### src/design/u16esc_pkg.sv
`default_nettype none

package u16esc_pkg;

    // Line counter width
    localparam int unsigned LINE_COUNT_BITS_DEF = 16;

    // Code units of interest
    localparam logic [15:0] BOM_UNIT   = 16'hFEFF;
    localparam logic [15:0] CR_UNIT    = 16'h000D;
    localparam logic [15:0] LF_UNIT    = 16'h000A;
    localparam logic [15:0] TAB_UNIT   = 16'h0009;
    localparam logic [15:0] BSL_UNIT   = 16'h005C;
    localparam logic [15:0] QUOTE_UNIT = 16'h0027;
    localparam logic [15:0] DQUOTE_UNIT = 16'h0022;
    localparam logic [15:0] T_UNIT     = 16'h0074;
    localparam logic [15:0] N_UNIT     = 16'h006E;

    // Result status codes
    typedef enum logic [1:0] {
        ST_DATA    = 2'd0,
        ST_NO_BOM  = 2'd1,
        ST_BAD_ESC = 2'd2
    } t_status;

    // Decoder flags carried from one beat to the next
    typedef struct packed {
        logic escape_pending;
        logic after_cr;
        logic stopped;
    } t_flags;

    // Decode outcome for one beat
    typedef struct packed {
        logic        emit;
        logic        clear_count;
        logic        inc_count;
        t_status     status;
        logic [15:0] out_unit;
        t_flags      next_flags;
    } t_decode;

    // Place bytes in output order
    function automatic logic [15:0] order_bytes(input logic [15:0] unit, input logic swap);
        order_bytes = swap ? {unit[7:0], unit[15:8]} : unit;
    endfunction

endpackage

`default_nettype wire

### src/design/utf16_escape_line_decoder.sv
// The result of an accepted input beat is registered and shows on o_valid in the next cycle.
// Throughput: one input beat per cycle; the result register sits between the
// two sides, so input is taken whenever that register is empty or being drained.
// A beat that yields no result (mark, opening backslash, LF of CR-LF, beat after a stop) leaves it empty.
// Reset (synchronous, i_rst_n low) clears swap_bytes, all decoder flags,
// the line counter and the result valid.
`default_nettype none

module utf16_escape_line_decoder #(
    parameter int unsigned LINE_COUNT_BITS = u16esc_pkg::LINE_COUNT_BITS_DEF
) (
    input  wire logic        i_clk,
    input  wire logic        i_rst_n,
    input  wire logic        i_cfg_we,
    input  wire logic        i_cfg_wdata,
    input  wire logic        i_valid,
    output logic             o_ready,
    input  wire logic [15:0] i_code_unit,
    input  wire logic        i_first_unit,
    output logic             o_valid,
    input  wire logic        i_ready,
    output logic [15:0]      o_out_unit,
    output logic [1:0]       o_status,
    output logic [15:0]      o_lines_seen
);
    import u16esc_pkg::*;

    logic                       r_swap;
    t_flags                     r_flags;
    logic [LINE_COUNT_BITS-1:0] r_count;
    logic [LINE_COUNT_BITS-1:0] n_count;
    logic                       r_out_valid;
    logic [15:0]                r_out_unit;
    t_status                    r_status;
    logic [15:0]                r_lines;
    logic [15:0]                w_lines;
    logic                       w_accept;
    t_decode                    w_dec;

    // Take a beat when the result register is free or draining
    assign o_ready  = !r_out_valid || i_ready;
    assign w_accept = i_valid && o_ready;

    u16esc_decode u_decode (
        .i_code_unit  (i_code_unit),
        .i_first_unit (i_first_unit),
        .i_swap       (r_swap),
        .i_flags      (r_flags),
        .o_dec        (w_dec)
    );

    // Advance the saturating line counter
    always_comb begin
        n_count = r_count;
        if (w_dec.clear_count) begin
            n_count = '0;
        end else if (w_dec.inc_count && r_count != {LINE_COUNT_BITS{1'b1}}) begin
            n_count = r_count + 1'b1;
        end
    end

    // Clamp the count to the 16-bit report
    generate
        if (LINE_COUNT_BITS > 16) begin : g_wide
            assign w_lines = (|n_count[LINE_COUNT_BITS-1:16]) ? 16'hFFFF : n_count[15:0];
        end else if (LINE_COUNT_BITS == 16) begin : g_equal
            assign w_lines = n_count;
        end else begin : g_narrow
            assign w_lines = {{(16 - LINE_COUNT_BITS){1'b0}}, n_count};
        end
    endgenerate

    // Hold configuration and decoder state
    always_ff @(posedge i_clk) begin
        if (!i_rst_n) begin
            r_swap  <= 1'b0;
            r_flags <= '0;
            r_count <= '0;
        end else begin
            if (i_cfg_we) begin
                r_swap <= i_cfg_wdata;
            end
            if (w_accept) begin
                r_flags <= w_dec.next_flags;
                r_count <= n_count;
            end
        end
    end

    // Result valid: load on accept, drop when taken
    always_ff @(posedge i_clk) begin
        if (!i_rst_n) begin
            r_out_valid <= 1'b0;
        end else if (w_accept) begin
            r_out_valid <= w_dec.emit;
        end else if (i_ready) begin
            r_out_valid <= 1'b0;
        end
    end

    // Result payload
    always_ff @(posedge i_clk) begin
        if (w_accept && w_dec.emit) begin
            r_out_unit <= w_dec.out_unit;
            r_status   <= w_dec.status;
            r_lines    <= w_lines;
        end
    end

    assign o_valid      = r_out_valid;
    assign o_out_unit   = r_out_unit;
    assign o_status     = r_status;
    assign o_lines_seen = r_lines;

endmodule

`default_nettype wire

### src/design/u16esc_decode.sv
`default_nettype none

module u16esc_decode (
    input  wire logic [15:0]        i_code_unit,
    input  wire logic               i_first_unit,
    input  wire logic               i_swap,
    input  wire u16esc_pkg::t_flags i_flags,
    output u16esc_pkg::t_decode     o_dec
);
    import u16esc_pkg::*;

    // Decode one unit against the carried flags
    always_comb begin
        o_dec             = '0;
        o_dec.status      = ST_DATA;
        o_dec.next_flags  = i_flags;
        if (i_first_unit) begin
            // start of file: clear everything, check the mark
            o_dec.next_flags  = '0;
            o_dec.clear_count = 1'b1;
            if (i_code_unit != BOM_UNIT) begin
                o_dec.next_flags.stopped = 1'b1;
                o_dec.emit               = 1'b1;
                o_dec.status             = ST_NO_BOM;
            end
        end else if (!i_flags.stopped) begin
            o_dec.next_flags.after_cr = 1'b0;
            if (i_flags.escape_pending) begin
                // complete the escape
                o_dec.next_flags.escape_pending = 1'b0;
                o_dec.emit                      = 1'b1;
                priority if (i_code_unit == T_UNIT) begin
                    o_dec.out_unit = order_bytes(TAB_UNIT, i_swap);
                end else if (i_code_unit == N_UNIT) begin
                    o_dec.out_unit = order_bytes(LF_UNIT, i_swap);
                end else if (i_code_unit == BSL_UNIT || i_code_unit == QUOTE_UNIT
                             || i_code_unit == DQUOTE_UNIT) begin
                    o_dec.out_unit = order_bytes(i_code_unit, i_swap);
                end else begin
                    o_dec.next_flags.stopped = 1'b1;
                    o_dec.status             = ST_BAD_ESC;
                end
            end else if (i_code_unit == BSL_UNIT) begin
                // open an escape, hold the result
                o_dec.next_flags.escape_pending = 1'b1;
            end else if (i_code_unit == LF_UNIT && i_flags.after_cr) begin
                // drop the LF of a CR-LF pair
                o_dec.emit = 1'b0;
            end else if (i_code_unit == CR_UNIT || i_code_unit == LF_UNIT) begin
                // line break becomes one NUL unit
                o_dec.next_flags.after_cr = (i_code_unit == CR_UNIT);
                o_dec.inc_count           = 1'b1;
                o_dec.emit                = 1'b1;
            end else begin
                o_dec.emit     = 1'b1;
                o_dec.out_unit = order_bytes(i_code_unit, i_swap);
            end
        end
    end

endmodule

`default_nettype wire

### config.mk
export PLATFORM = sky130hd
export DESIGN_NAME = utf16_escape_line_decoder
export DESIGN_NICKNAME = d
export VERILOG_FILES = /design/src/design/u16esc_pkg.sv /design/src/design/utf16_escape_line_decoder.sv /design/src/design/u16esc_decode.sv
export SDC_FILE = /design/constraint.sdc
export NUM_CORES = 1
export LEC_CHECK = 0
export BUFFER_PORTS_ARGS = -buffer_cell sky130_fd_sc_hd__buf_4
export CAP_MARGIN = 20
export CORE_MARGIN = 3
export CORE_UTILIZATION = 24
export CTS_CLUSTER_DIAMETER = 150
export CTS_CLUSTER_SIZE = 25
export DETAILED_ROUTE_END_ITERATION = 10
export HOLD_SLACK_MARGIN = 0.15
export PLACE_DENSITY_LB_ADDON = 0.12
export SYNTH_ARGS = -nofsm -noshare
export SYNTH_HDL_FRONTEND = slang
export SYNTH_HIERARCHICAL = 1
export SYNTH_SLANG_ARGS = --single-unit
### constraint.sdc
create_clock -name i_clk -period 5.4 [get_ports i_clk]
set_input_delay 0.54 -clock i_clk [delete_from_list [all_inputs] [get_ports i_clk]]
set_output_delay 0.54 -clock i_clk [all_outputs]
set_load 0.005 [all_outputs]
# == After elaboration in Yosys (flattened, before gate mapping) ==
# Cells that the tools add are included.
# totals
reg_bits,55
out_inout_bits,36
wordCells,75
# op_classes
addsub,1
n_eq_ne,10
muxes,43
reduce_logical,12
# op_table
op,n
2-to-1 mux 16 bit,9
== test 16 x 7 -> 1 bit (second input constant),3
== test 16 x 4 -> 1 bit (second input constant),2
== test 16 x 6 -> 1 bit (second input constant),2
!= test 16 bit (second input constant),2
2-to-1 mux 1 bit,24
2-to-1 mux 12 bit,2
2-to-1 mux 22 bit,1
2-to-1 mux 17 bit,1
adder 16 x 1 -> 16 bit (second input constant),1
2-to-1 mux 2 bit,5
logical AND 1 bit,4
logical OR 1 bit,4
2-to-1 mux 3 bit,1
!= test 2 bit (second input constant),1
AND reduction 2 bit,1
nonzero test 2 bit,1
OR reduction 2 bit,1
logical NOT 1 bit,1

# == Depth between registers and ports, before layout ==
# Gate-level depths: netlist of the first run.
# logic_depth
ltp_word,12
ltp_mapped,10

# == By module ==
# Netlist of the first run, hierarchy kept.
# modules_own_cells
mod,instances,cells_each,area_each_um2
utf16_escape_line_decoder,1,246,2601.2
u16esc_decode,1,105,704.4

# == Worst setup path after synthesis of the first run ==
# Ideal clock, no wire load.
# synth_path
kind,input -> register
startpoint,input port i_code_unit[12]
endpoint,register r_count[8]
setup_time_ps,74
t_arrival_ps,3106
t_required_ps,5326
path_slack_ps,2219
stages,9
n_path_buf,1
cell_sequence,or4_1 nor2_1 nand2_1 a2111oi_0 clkbuf_1 and4_1 nand4_1 or4_1 a31oi_1
# synth_rtl
element,line,source
"start, declared",utf16_escape_line_decoder.sv:18,"input wire logic [15:0] i_code_unit,"
"end signal, assigned",utf16_escape_line_decoder.sv:85,r_count <= n_count;
"end, declared",utf16_escape_line_decoder.sv:30,logic [LINE_COUNT_BITS-1:0] r_count;

==> results by group, run 1 <==
Die
  • Starting Density: 24.8%
  • Core Footprint: 13,300 µm²
  • Row count: 42
  • Io pins: 59
  • Die Y: around 120 µm
  • Die width: 123 µm
  • Die ar.: 15,200 µm²

Worst setup path
  • Crit path buf inv count: 2
  • CP delay by family, top: simple AND/OR/NAND/NOR gates
  • CP cell instances: buf_4, nor4_1, nand4_1, a2111oi_2, buf_4, nand4_1, or4_1, o2111a_1, a311o_1
  • Crit path launch type: input port
  • Critical Path Slowest Stage Cell: nor4_1
  • Setup Crit Path Kind: input port to register
  • Worst Path Arrival: approximately 3.6 ns
  • Crit end category: register
  • WP data required: about 5.6 ns
  • Critical-path maximum fanout: 12
  • CP peak stage delay: 0.61 ns

Power
  • Switch Pwr: 238 µW
  • Pint: 721 µW
  • Net Sw Frac: 24.8%
  • Sequential power share: 49.7%
  • Power per cell area: 239 nW/µm²
  • Clock power frac: a little under two fifths
  • Gate power share: 12.4%
  • Overall power: between 900 and 1000 µW
  • VDD IR max: 0.112 mV
  • Lkg Pwr: approximately 0.0013 µW

Synth
  • Syn avg cell area: 9.42 µm²
  • Sequential fraction of the synthesis area: 43.6%
  • Yosys top cell area share: 30.9%
  • Yosys cell types: 63
  • Mapped Area: 3310 µm²
  • EDFF count, synth: 34
  • Ys async rst share: 0%
  • Top-count cell post-synth: edfxtp_1
  • Syn_nets: 375
  • Post-synth top cells: edfxtp_1 (34), nand2_1 (31), a21oi_1 (28), dfxtp_1 (21), nand3_1 (18)
  • Cells after Synth: 351
  • Synthesis-stage register bit count: 55
  • Yosys top cell by area: edfxtp_1
  • Top cells by area in the synthesized netlist: edfxtp_1 (31%), dfxtp_1 (13%), a21oi_1 (4.2%), mux2i_1 (3.9%), nand2_1 (3.5%)
  • Top_reg_cell synth: edfxtp_1
  • Ys Warns: 6

Timing
  • RSZ-0062 raised after global routing: false
  • Period utilization: 62.1%
  • Clock skew: 0.0106 ns
  • TNS Setup: 0 ns
  • Relative slew slack: 34.7%
  • F_max: ~0.30 GHz
  • Slew Limit Fails: 0
  • Final worst path period need: 3.36 ns
  • Final setup viols: 0
  • Slew @ Worst Pin: 0.971 ns
  • Final hold violation count: 0

Routing
  • Post-DRT Antenna Nets: 0
  • WL final: 9.73 mm
  • Routed len/inst: around 17 µm
  • DR pass1 iterations: 4
  • First DRT Iteration DRCs: 200
  • Via/cell ratio: 5.14
  • Vias: 2,928
  • Post-route DRC: 0

Place
  • Port buffer count: 58
  • Routability Congestion: 0.807
  • Detailed placement HPWL: between 6 and 7 mm

Clock network
  • Clock buffer depth: 2
  • CTS tree: yes
  • Reg clk slew, reported paths: ~0.08 ns
  • Root Buffer: clkbuf_16
  • Clk_lat worst skew: 0.30 ns
  • CTS H-tree depth: 2
  • CTS sink cnt: 55
  • Post-CTS sizing: 0
  • CTS buffer count: 5
  • Setup bufs post-CTS: 0
  • Hold buffers post-CTS: 0

Global routing
  • Met1 global-route usage: between 15 and 20%
  • First-pass GRT wire length: about 15 mm
  • GR Util met3: 2.56%
  • Largest net degree at the start of global routing: 29
  • Most used routing layer: met2
  • Grt ovf: 0
  • GRT Util Overall: about an eighth
  • GR Layer Usage met2: 21.0%
  • Number of global-route vias before repair: 2,838
  • Initial antenna violation count: 0

Finish
  • Layout cells sized above 1: 23.9%
  • FILL cells: 1,426
  • Ant. Diodes: 0
  • Syn-to-layout area delta: 21.5%
  • Nets@finish: 417

Min path
  • Class of the worst hold path: input port to register

Run
  • Max-Cap Viols: 0

Status
  • Status: finished clean
-- power by group through the flow --
stage / logic, µW / clock network, µW / registers (µW)
6_report: 119 / 363 / 477
5_1_grt: 133 / 390 / 479
4_1_cts: 122 / 381 / 477
3_5_place_dp: 122 / 0 / 487
3_3_place_gp: 123 / 0 / 487
2_1_floorplan: 58.7 / 0 / 485
-- layer usage --
layer  part of all wire (%)  wire length [µm]  vias to the layer above
met4                    1.1               105                        0
met2                     45              4410                       57
met3                    4.5               438                        6
met5                      0                 0                        -
li1                       -                 -                     1456
met1                     49              4780                     1409
-- cell type report --
cell class                 count  area (µm²)  area share [%]
sequential                    55        1440            35.9
tap                          176         220            5.48
multi-input combinational    260        1700            42.4
clock inverter                 1        7.51           0.187
inverter                      11        41.3            1.03
clock buffer                   7         154            3.83
timing repair buffer          60         450            11.2
-- logic make-up after synthesis --
| logic type | Yosys count | synth area share, % |
|---|---|---|
| AND/OR/NAND/NOR | 152 | 27.6 |
| AO/OA/AOI/OAI | 93 | 19.0 |
| flip-flops | 55 | 43.6 |
| buffers and inverters | 36 | 5.26 |
| multiplexers | 13 | 3.94 |
| XOR/XNOR | 1 | 0.265 |
| adder cells (fa/ha/maj) | 1 | 0.378 |
-- path summary, 6_finish.rpt --
kind	to	from	depth (start not counted)	slack, ns
min	r_swap	i_cfg_wdata	3	0.49
max reg2reg	r_count[14]	r_flags[0]	7	2.63
min reg2reg	r_flags[1]	r_flags[1]	2	0.50
max	r_count[14]	i_code_unit[4]	9	2.04
-- stage by stage --
step                      worst slack [ns]  hold WS, ns  instance area [µm²]  utilization [%]  instances
after floorplan                       2.22        0.450                 3310                -        351
after global placement                1.83        0.471                 3860             28.9        562
after detailed placement              1.73        0.486                 3860             28.9        562
after CTS                             2.05        0.495                 4020             30.1        570
after global routing                  1.78        0.507                 4020             30.1        570
final                                 2.04        0.490                 4020             30.1        570
-- cell usage in the layout (no fill, tap or decap), drive strengths merged, types with 2 or more instances in the layout --
master	synthesis	routed
and4	6	6
or4	10	10
o21ai	17	17
and3	4	4
nand3	18	18
a311o	3	3
nor2b	3	3
or4b	2	2
o311ai	2	2
edfxtp	34	34
o2111ai	5	5
nand2b	4	4
o211ai	9	9
buf	8	60
or3	13	13
nor3	4	4
o31ai	2	2
nand4	14	14
nor4	10	10
o2111a	2	2
and2	2	2
or2	6	6
nor2	21	21
o32a	2	2
mux2i	13	13
dfxtp	21	21
a31oi	9	9
clkbuf	17	7
inv	11	11
o22ai	2	2
nand2	31	31
a211o	2	2
a21oi	28	28
-- state kept, by name (all words and copies together) (netlist names) --
name	flops
o_lines_seen	16
o_out_unit	16
r_count	16
r_flags	3
o_status	2
o_valid	1
r_swap	1
-- tightest hold or removal path, stage by stage --
cell and delay, ns:
buf_4 0.07, mux2i_1 0.06, nor2_1 0.07
(Power assumes the default switching activity.)
==> run 2, diff against run 1 <==
clock period = 3.5 ns   (was 5.4 ns; I/O delays follow)
==> run 2 against run 1 <==
Net effect: global-route usage increased by 0.42 points; via count increased by 3.9%; clock power increased by 41%; cell count increased by 0.88%; critical endpoint is now r_count[7].
==> results by group, run 2 (same netlist as run 1, synthesis figures left out) <==
Worst setup path
  • Crit end category: register (unchanged)
  • Worst Path Arrival: 3.39 ns (was 3.55 ns)
  • R2R setup slack: 0.70 ns (was 2.63 ns)
  • Setup Crit Path Kind: input port to register (unchanged)
  • WP data required: 3.72 ns (was 5.60 ns)
  • R2R depth: 7 (unchanged)
  • Worst R2R Start: r_flags[0] (unchanged)
  • FF-to-FF End: r_count[7] (was r_count[14])
  • Critical-path maximum fanout: 11 (was 12)
  • Critical Path Slowest Stage Cell: or4_2 (was nor4_1)
  • CP peak stage delay: 0.63 ns (was 0.61 ns)
  • CP cell instances: buf_4, nor4_1, nand3_1, a2111oi_2, buf_4, and3_1, nand3_1, or4_2, a31oi_1 (was buf_4, nor4_1, nand4_1, a2111oi_2, buf_4, nand4_1, or4_1, o2111a_1, a311o_1)
  • Crit path launch type: input port (unchanged)

Timing
  • Final hold violation count: 0 (unchanged)
  • Slew Limit Fails: 0 (unchanged)
  • RSZ-0062 raised after global routing: false (unchanged)
  • TNS Setup: 0 ns (unchanged)
  • Setup ws final: 0.336 ns (was 2.04 ns)
  • Clock skew: 0.00857 ns (was 0.0106 ns)
  • Period utilization: 90.4%
  • Final worst path period need: 3.16 ns
  • Final setup viols: 0 (unchanged)
  • F_max: about 0.32 GHz
  • Relative slew slack: 31.9% (was 34.7%)
  • Slew @ Worst Pin: 1.01 ns (was 0.971 ns)

Min path
  • Hold-critical path depth: 3 (unchanged)
  • Worst Hold Endpoint: r_swap (unchanged)
  • Hold_sp: i_cfg_wdata (unchanged)
  • Class of the worst hold path: input port to register (unchanged)

Die
  • Die ar.: 15,200 µm² (unchanged)
  • Io pins: 59 (unchanged)
  • Die width: 123 µm (unchanged)
  • Die Y: 123 µm (unchanged)
  • Row count: 42 (unchanged)
  • Core Footprint: 13,300 µm² (unchanged)
  • Starting Density: 24.8% (unchanged)

Finish
  • Most common cell after layout, fill and taps aside: buf_4 (unchanged)
  • Syn-to-layout area delta: 22.1% (was 21.5%)
  • Post-route insts no fill: 575 (was 570)
  • Layout cells sized above 1: 24.3% (was 23.9%)
  • Ant. Diodes: 0 (unchanged)
  • Most frequent cells in the layout: buf_4 (64), edfxtp_1 (34), nand2_1 (31) (was buf_4 (60), edfxtp_1 (34), nand2_1 (31))
  • Final Cell Area: 4040 µm² (was 4020 µm²)
  • Nets@finish: 422 (was 417)
  • Register area: 1440 µm² (unchanged)
  • FILL cells: 1,428 (was 1,426)
  • Multi-input logic area: 1700 µm² (about the same)

Clock network
  • Post-CTS sizing: 0 (unchanged)
  • Setup bufs post-CTS: 0 (unchanged)
  • Reg clk slew, reported paths: 0.07 ns (was 0.08 ns)
  • CTS buffer count: 5 (unchanged)
  • Hold buffers post-CTS: 0 (unchanged)
  • Clock buffer depth: 2 (unchanged)
  • Root Buffer: clkbuf_16 (unchanged)
  • CTS sink cnt: 55 (unchanged)
  • CTS H-tree depth: 2 (unchanged)
  • Clk_lat worst skew: 0.31 ns (was 0.30 ns)
  • CTS tree: yes (unchanged)

Power
  • Pint: 1070 µW (was 721 µW)
  • Sequential power share: 51.2% (was 49.7%)
  • Power per cell area: 356 nW/µm² (was 239 nW/µm²)
  • Lkg Pwr: 0.00134 µW (was 0.00132 µW)
  • Gate power share: 13.2% (was 12.4%)
  • VDD IR max: 0.172 mV (was 0.112 mV)
  • Switch Pwr: 367 µW (was 238 µW)
  • Clock power frac: 35.7% (was 37.8%)
  • Overall power: 1440 µW (was 958 µW)
  • Net Sw Frac: 25.5% (was 24.8%)

Place
  • Inst Count DP: 567 (was 562)
  • Port buffer count: 58 (unchanged)
  • Routability Congestion: 0.774 (was 0.807)
  • Detailed placement HPWL: 6.81 mm (was 6.80 mm)
  • Post-placement setup slack: 0.0398 ns (was 1.73 ns)
  • Placed Area: 3900 µm² (was 3860 µm²)

Routing
  • DR pass1 iterations: 4 (unchanged)
  • Vias: 3,041 (was 2,928)
  • Post-DRT Antenna Nets: 0 (unchanged)
  • Post-route DRC: 0 (unchanged)
  • First DRT Iteration DRCs: 254 (was 200)
  • Via/cell ratio: 5.29 (was 5.14)
  • Routed len/inst: 17.0 µm (was 17.1 µm)
  • WL final: 9.77 mm (was 9.73 mm)

Run
  • Max-Cap Viols: 0 (unchanged)

Global routing
  • GRT Util Overall: 13.5% (was 13.0%)
  • Initial antenna violation count: 0 (unchanged)
  • First-pass GRT wire length: 15.9 mm (was 15.4 mm)
  • Grt ovf: 0 (unchanged)
  • Number of global-route vias before repair: 2,976 (was 2,838)
  • Largest net degree at the start of global routing: 29 (unchanged)

Status
  • Status: finished clean (unchanged)
-- run 2: cell count changes in the layout (fill, tap and decap cells not counted) --
cell / before / now
buf_4: 60 / 64
buf_12: 0 / 1
clkbuf_1: 1 / 2
clkbuf_16: 6 / 5
clkinv_2: 0 / 1
clkinvlp_4: 1 / 0
nor4_1: 8 / 9
nor4_2: 2 / 1
-- run 2: through the flow --
step                utilization, %  hold slack, ns
floorplan                        -           0.450
global placement              29.2           0.472
detailed placement            29.2           0.480
CTS                           30.2           0.276
global route                  30.2           0.325
finish                        30.2           0.279
-- run 2: power by group through the flow --
stage	Sequential [µW]	Combinational [µW]	Clock (µW)
2_1_floorplan	749	90.5	0
3_3_place_gp	751	193	0
3_5_place_dp	751	192	0
4_1_cts	737	192	537
5_1_grt	740	211	562
6_report	736	189	513
-- run 2: area by class of cell --
type                       instances  share of cell area, %
inverter                          11                   1.02
timing repair buffer              65                   12.4
sequential                        55                   35.7
multi-input combinational        260                   42.0
clock buffer                       7                   3.28
clock inverter                     1                  0.124
tap                              176                   5.45
-- run 2: worst max-delay path by stage --
stage	endpoint	startpoint	slack (ns)	cells after the start
floorplan	r_count[8]	i_code_unit[12]	0.51	9
global placement	r_count[7]	i_code_unit[4]	0.15	9
detailed placement	r_count[7]	i_code_unit[4]	0.04	9
CTS	r_count[7]	i_code_unit[4]	0.36	9
global route	r_count[7]	i_code_unit[4]	0.15	9
finish	r_count[7]	i_code_unit[4]	0.34	9
-- run 2: critical path, delay by kind of cell --
family	cells	cell delay, ns
AOI/OAI and AO/OA	2	0.71
buffers and inverters	2	0.38
and+or+nand+nor	5	1.93
-- run 2: per-layer routing --
| layer | share of wire, % | vias up | global-route usage [%] | routed length, µm |
|---|---|---|---|---|
| met4 | 2.1 | 0 | 5.54 | 201 |
| met1 | 47 | 1482 | 18.0 | 4580 |
| met2 | 46 | 74 | 21.4 | 4500 |
| met5 | 0 | - | 0 | 0 |
| li1 | - | 1470 | - | - |
| met3 | 5.1 | 15 | 2.47 | 500 |
==> run 3, diff against run 2 <==
PLACE_DENSITY_LB_ADDON = not set   (was 0.12)
==> run 3 against run 2 <==
Net effect: via count shrank 2.3%; hold slack better by 0.031 ns; cell count fell by 0.35%; core utilization is 0.11 points lower; sequential share of layout area rose by 0.13 points; non-clock buffer count down 2; count of clock-buffer cells in the layout is 2 lower; setup slack gained 0.078 ns; largest cell class unchanged.
==> results by group, run 3 (same netlist as run 1, synthesis figures left out) <==
Die
  • Die width: 123 µm (unchanged)
  • Die Y: 123 µm (unchanged)
  • Io pins: 59 (unchanged)
  • Core Footprint: 13,300 µm² (unchanged)
  • Starting Density: 24.8% (unchanged)
  • Die ar.: 15,200 µm² (unchanged)
  • Row count: 42 (unchanged)

Timing
  • F_max: 0.324 GHz (was 0.316 GHz)
  • TNS Setup: 0 ns (unchanged)
  • Final setup viols: 0 (unchanged)
  • RSZ-0062 raised after global routing: false (unchanged)
  • Clock skew: 0.00518 ns (was 0.00857 ns)
  • Relative slew slack: 32.8% (was 31.9%)
  • Slew Limit Fails: 0 (unchanged)
  • Final hold violation count: 0 (unchanged)
  • Slew @ Worst Pin: 0.999 ns (was 1.01 ns)
  • Period utilization: 88.2% (was 90.4%)
  • Final hold slack: 0.310 ns (was 0.279 ns)
  • Final worst path period need: 3.09 ns (was 3.16 ns)

Finish
  • Layout cells sized above 1: 24.4% (was 24.3%)
  • Nets@finish: 420 (was 422)
  • Most common cell after layout, fill and taps aside: buf_4 (unchanged)
  • Ant. Diodes: 0 (unchanged)
  • Syn-to-layout area delta: 21.7% (was 22.1%)
  • Most frequent cells in the layout: buf_4 (63), edfxtp_1 (34), nand2_1 (31) (was buf_4 (64), edfxtp_1 (34), nand2_1 (31))

Min path
  • Class of the worst hold path: input port to register (unchanged)
  • Hold-critical path depth: 3 (unchanged)
  • Worst Hold Endpoint: r_swap (unchanged)
  • Hold_sp: i_cfg_wdata (unchanged)

Worst setup path
  • Worst setup startpoint: i_code_unit[4] (unchanged)
  • R2R setup slack: 0.80 ns (was 0.70 ns)
  • Crit path launch type: input port (unchanged)
  • WP data required: 3.69 ns (was 3.72 ns)
  • Crit end category: register (unchanged)
  • Critical-path maximum fanout: 8 (was 11)
  • Setup Crit Path Kind: input port to register (unchanged)
  • FF-to-FF End: r_count[14] (was r_count[7])
  • Worst R2R Start: r_flags[0] (unchanged)
  • Worst Path Arrival: 3.28 ns (was 3.39 ns)
  • R2R depth: 6 (was 7)

Power
  • VDD IR max: 0.180 mV (was 0.172 mV)
  • Lkg Pwr: 0.00133 µW (was 0.00134 µW)
  • Power per cell area: 356 nW/µm² (about the same)

Global routing
  • Grt ovf: 0 (unchanged)
  • GRT Util Overall: 12.0% (was 13.5%)
  • Largest net degree at the start of global routing: 28 (was 29)
  • First-pass GRT wire length: 14.5 mm (was 15.9 mm)
  • Number of global-route vias before repair: 2,796 (was 2,976)
  • Initial antenna violation count: 0 (unchanged)

Routing
  • Vias: 2,970 (was 3,041)
  • WL final: 9.01 mm (was 9.77 mm)
  • First DRT Iteration DRCs: 210 (was 254)
  • Post-DRT Antenna Nets: 0 (unchanged)
  • DR pass1 iterations: 4 (unchanged)
  • Via/cell ratio: 5.18 (was 5.29)
  • Post-route DRC: 0 (unchanged)
  • Routed len/inst: 15.7 µm (was 17.0 µm)

Place
  • Routability Congestion: 0.886 (was 0.774)
  • Port buffer count: 58 (unchanged)
  • Detailed placement HPWL: 6.53 mm (was 6.81 mm)

Clock network
  • CTS tree: yes (unchanged)
  • Clock buffer depth: 2 (unchanged)
  • Hold buffers post-CTS: 0 (unchanged)
  • Root Buffer: clkbuf_16 (unchanged)
  • Reg clk slew, reported paths: 0.07 ns (about the same)
  • Post-CTS sizing: 0 (unchanged)
  • CTS sink cnt: 55 (unchanged)
  • Setup bufs post-CTS: 0 (unchanged)
  • CTS buffer count: 5 (unchanged)
  • Clk_lat worst skew: 0.30 ns (was 0.31 ns)
  • CTS H-tree depth: 2 (unchanged)

Run
  • Max-Cap Viols: 0 (unchanged)

Status
  • Status: finished clean (unchanged)
## run 3: metrics by stage
step           util, %  total power [µW]  setup WS, ns  cell area (µm²)  std cells
4_1_cts           30.1              1450         0.505             4020        573
3_3_place_gp      29.0               935         0.280             3870        565
2_1_floorplan        -               839         0.509             3310        351
3_5_place_dp      29.0               938         0.179             3870        565
5_1_grt           30.1              1490         0.246             4020        573
6_report          30.1              1430         0.413             4020        573
## run 3: critical path: stages
cell and delay [ns]:
buf_4 0.13, nor4_1 0.60, nand4_1 0.26, a2111oi_2 0.50
nand4_1 0.25, or4_1 0.59, o2111a_1 0.29, a311o_1 0.30
## run 3: layout make-up
| class | count | area [µm²] |
|---|---|---|
| sequential | 55 | 1440 |
| clock buffer | 5 | 125 |
| tap | 176 | 220 |
| clock inverter | 3 | 25.0 |
| inverter | 11 | 41.3 |
| fill | 1407 | 9330 |
| multi-input combinational | 260 | 1700 |
| timing repair buffer | 63 | 473 |
## run 3: worst max-delay path by stage
| stage | end | slack [ns] | cells past startpoint |
|---|---|---|---|
| final | r_count[14] | 0.41 | 8 |
| after global routing | r_count[14] | 0.25 | 8 |
| after CTS | r_count[14] | 0.51 | 8 |
| after detailed placement | r_count[14] | 0.18 | 8 |
| after global placement | r_count[14] | 0.28 | 8 |
| after floorplan | r_count[8] | 0.51 | 9 |
## run 3: power by group
part	internal [µW]	leakage [µW]	switching (µW)
clock	268	0.0000700	243
combinational	82.0	0.000767	102
sequential	722	0.000496	15.0
total	1070	0.00133	360
## run 3: metal layers
metal | global-route usage [%] | part of all wire [%]
met2 | 19.3 | 47
met4 | 4.43 | 1.6
met3 | 2.01 | 5.5
met5 | 0 | 0
met1 | 16.2 | 46
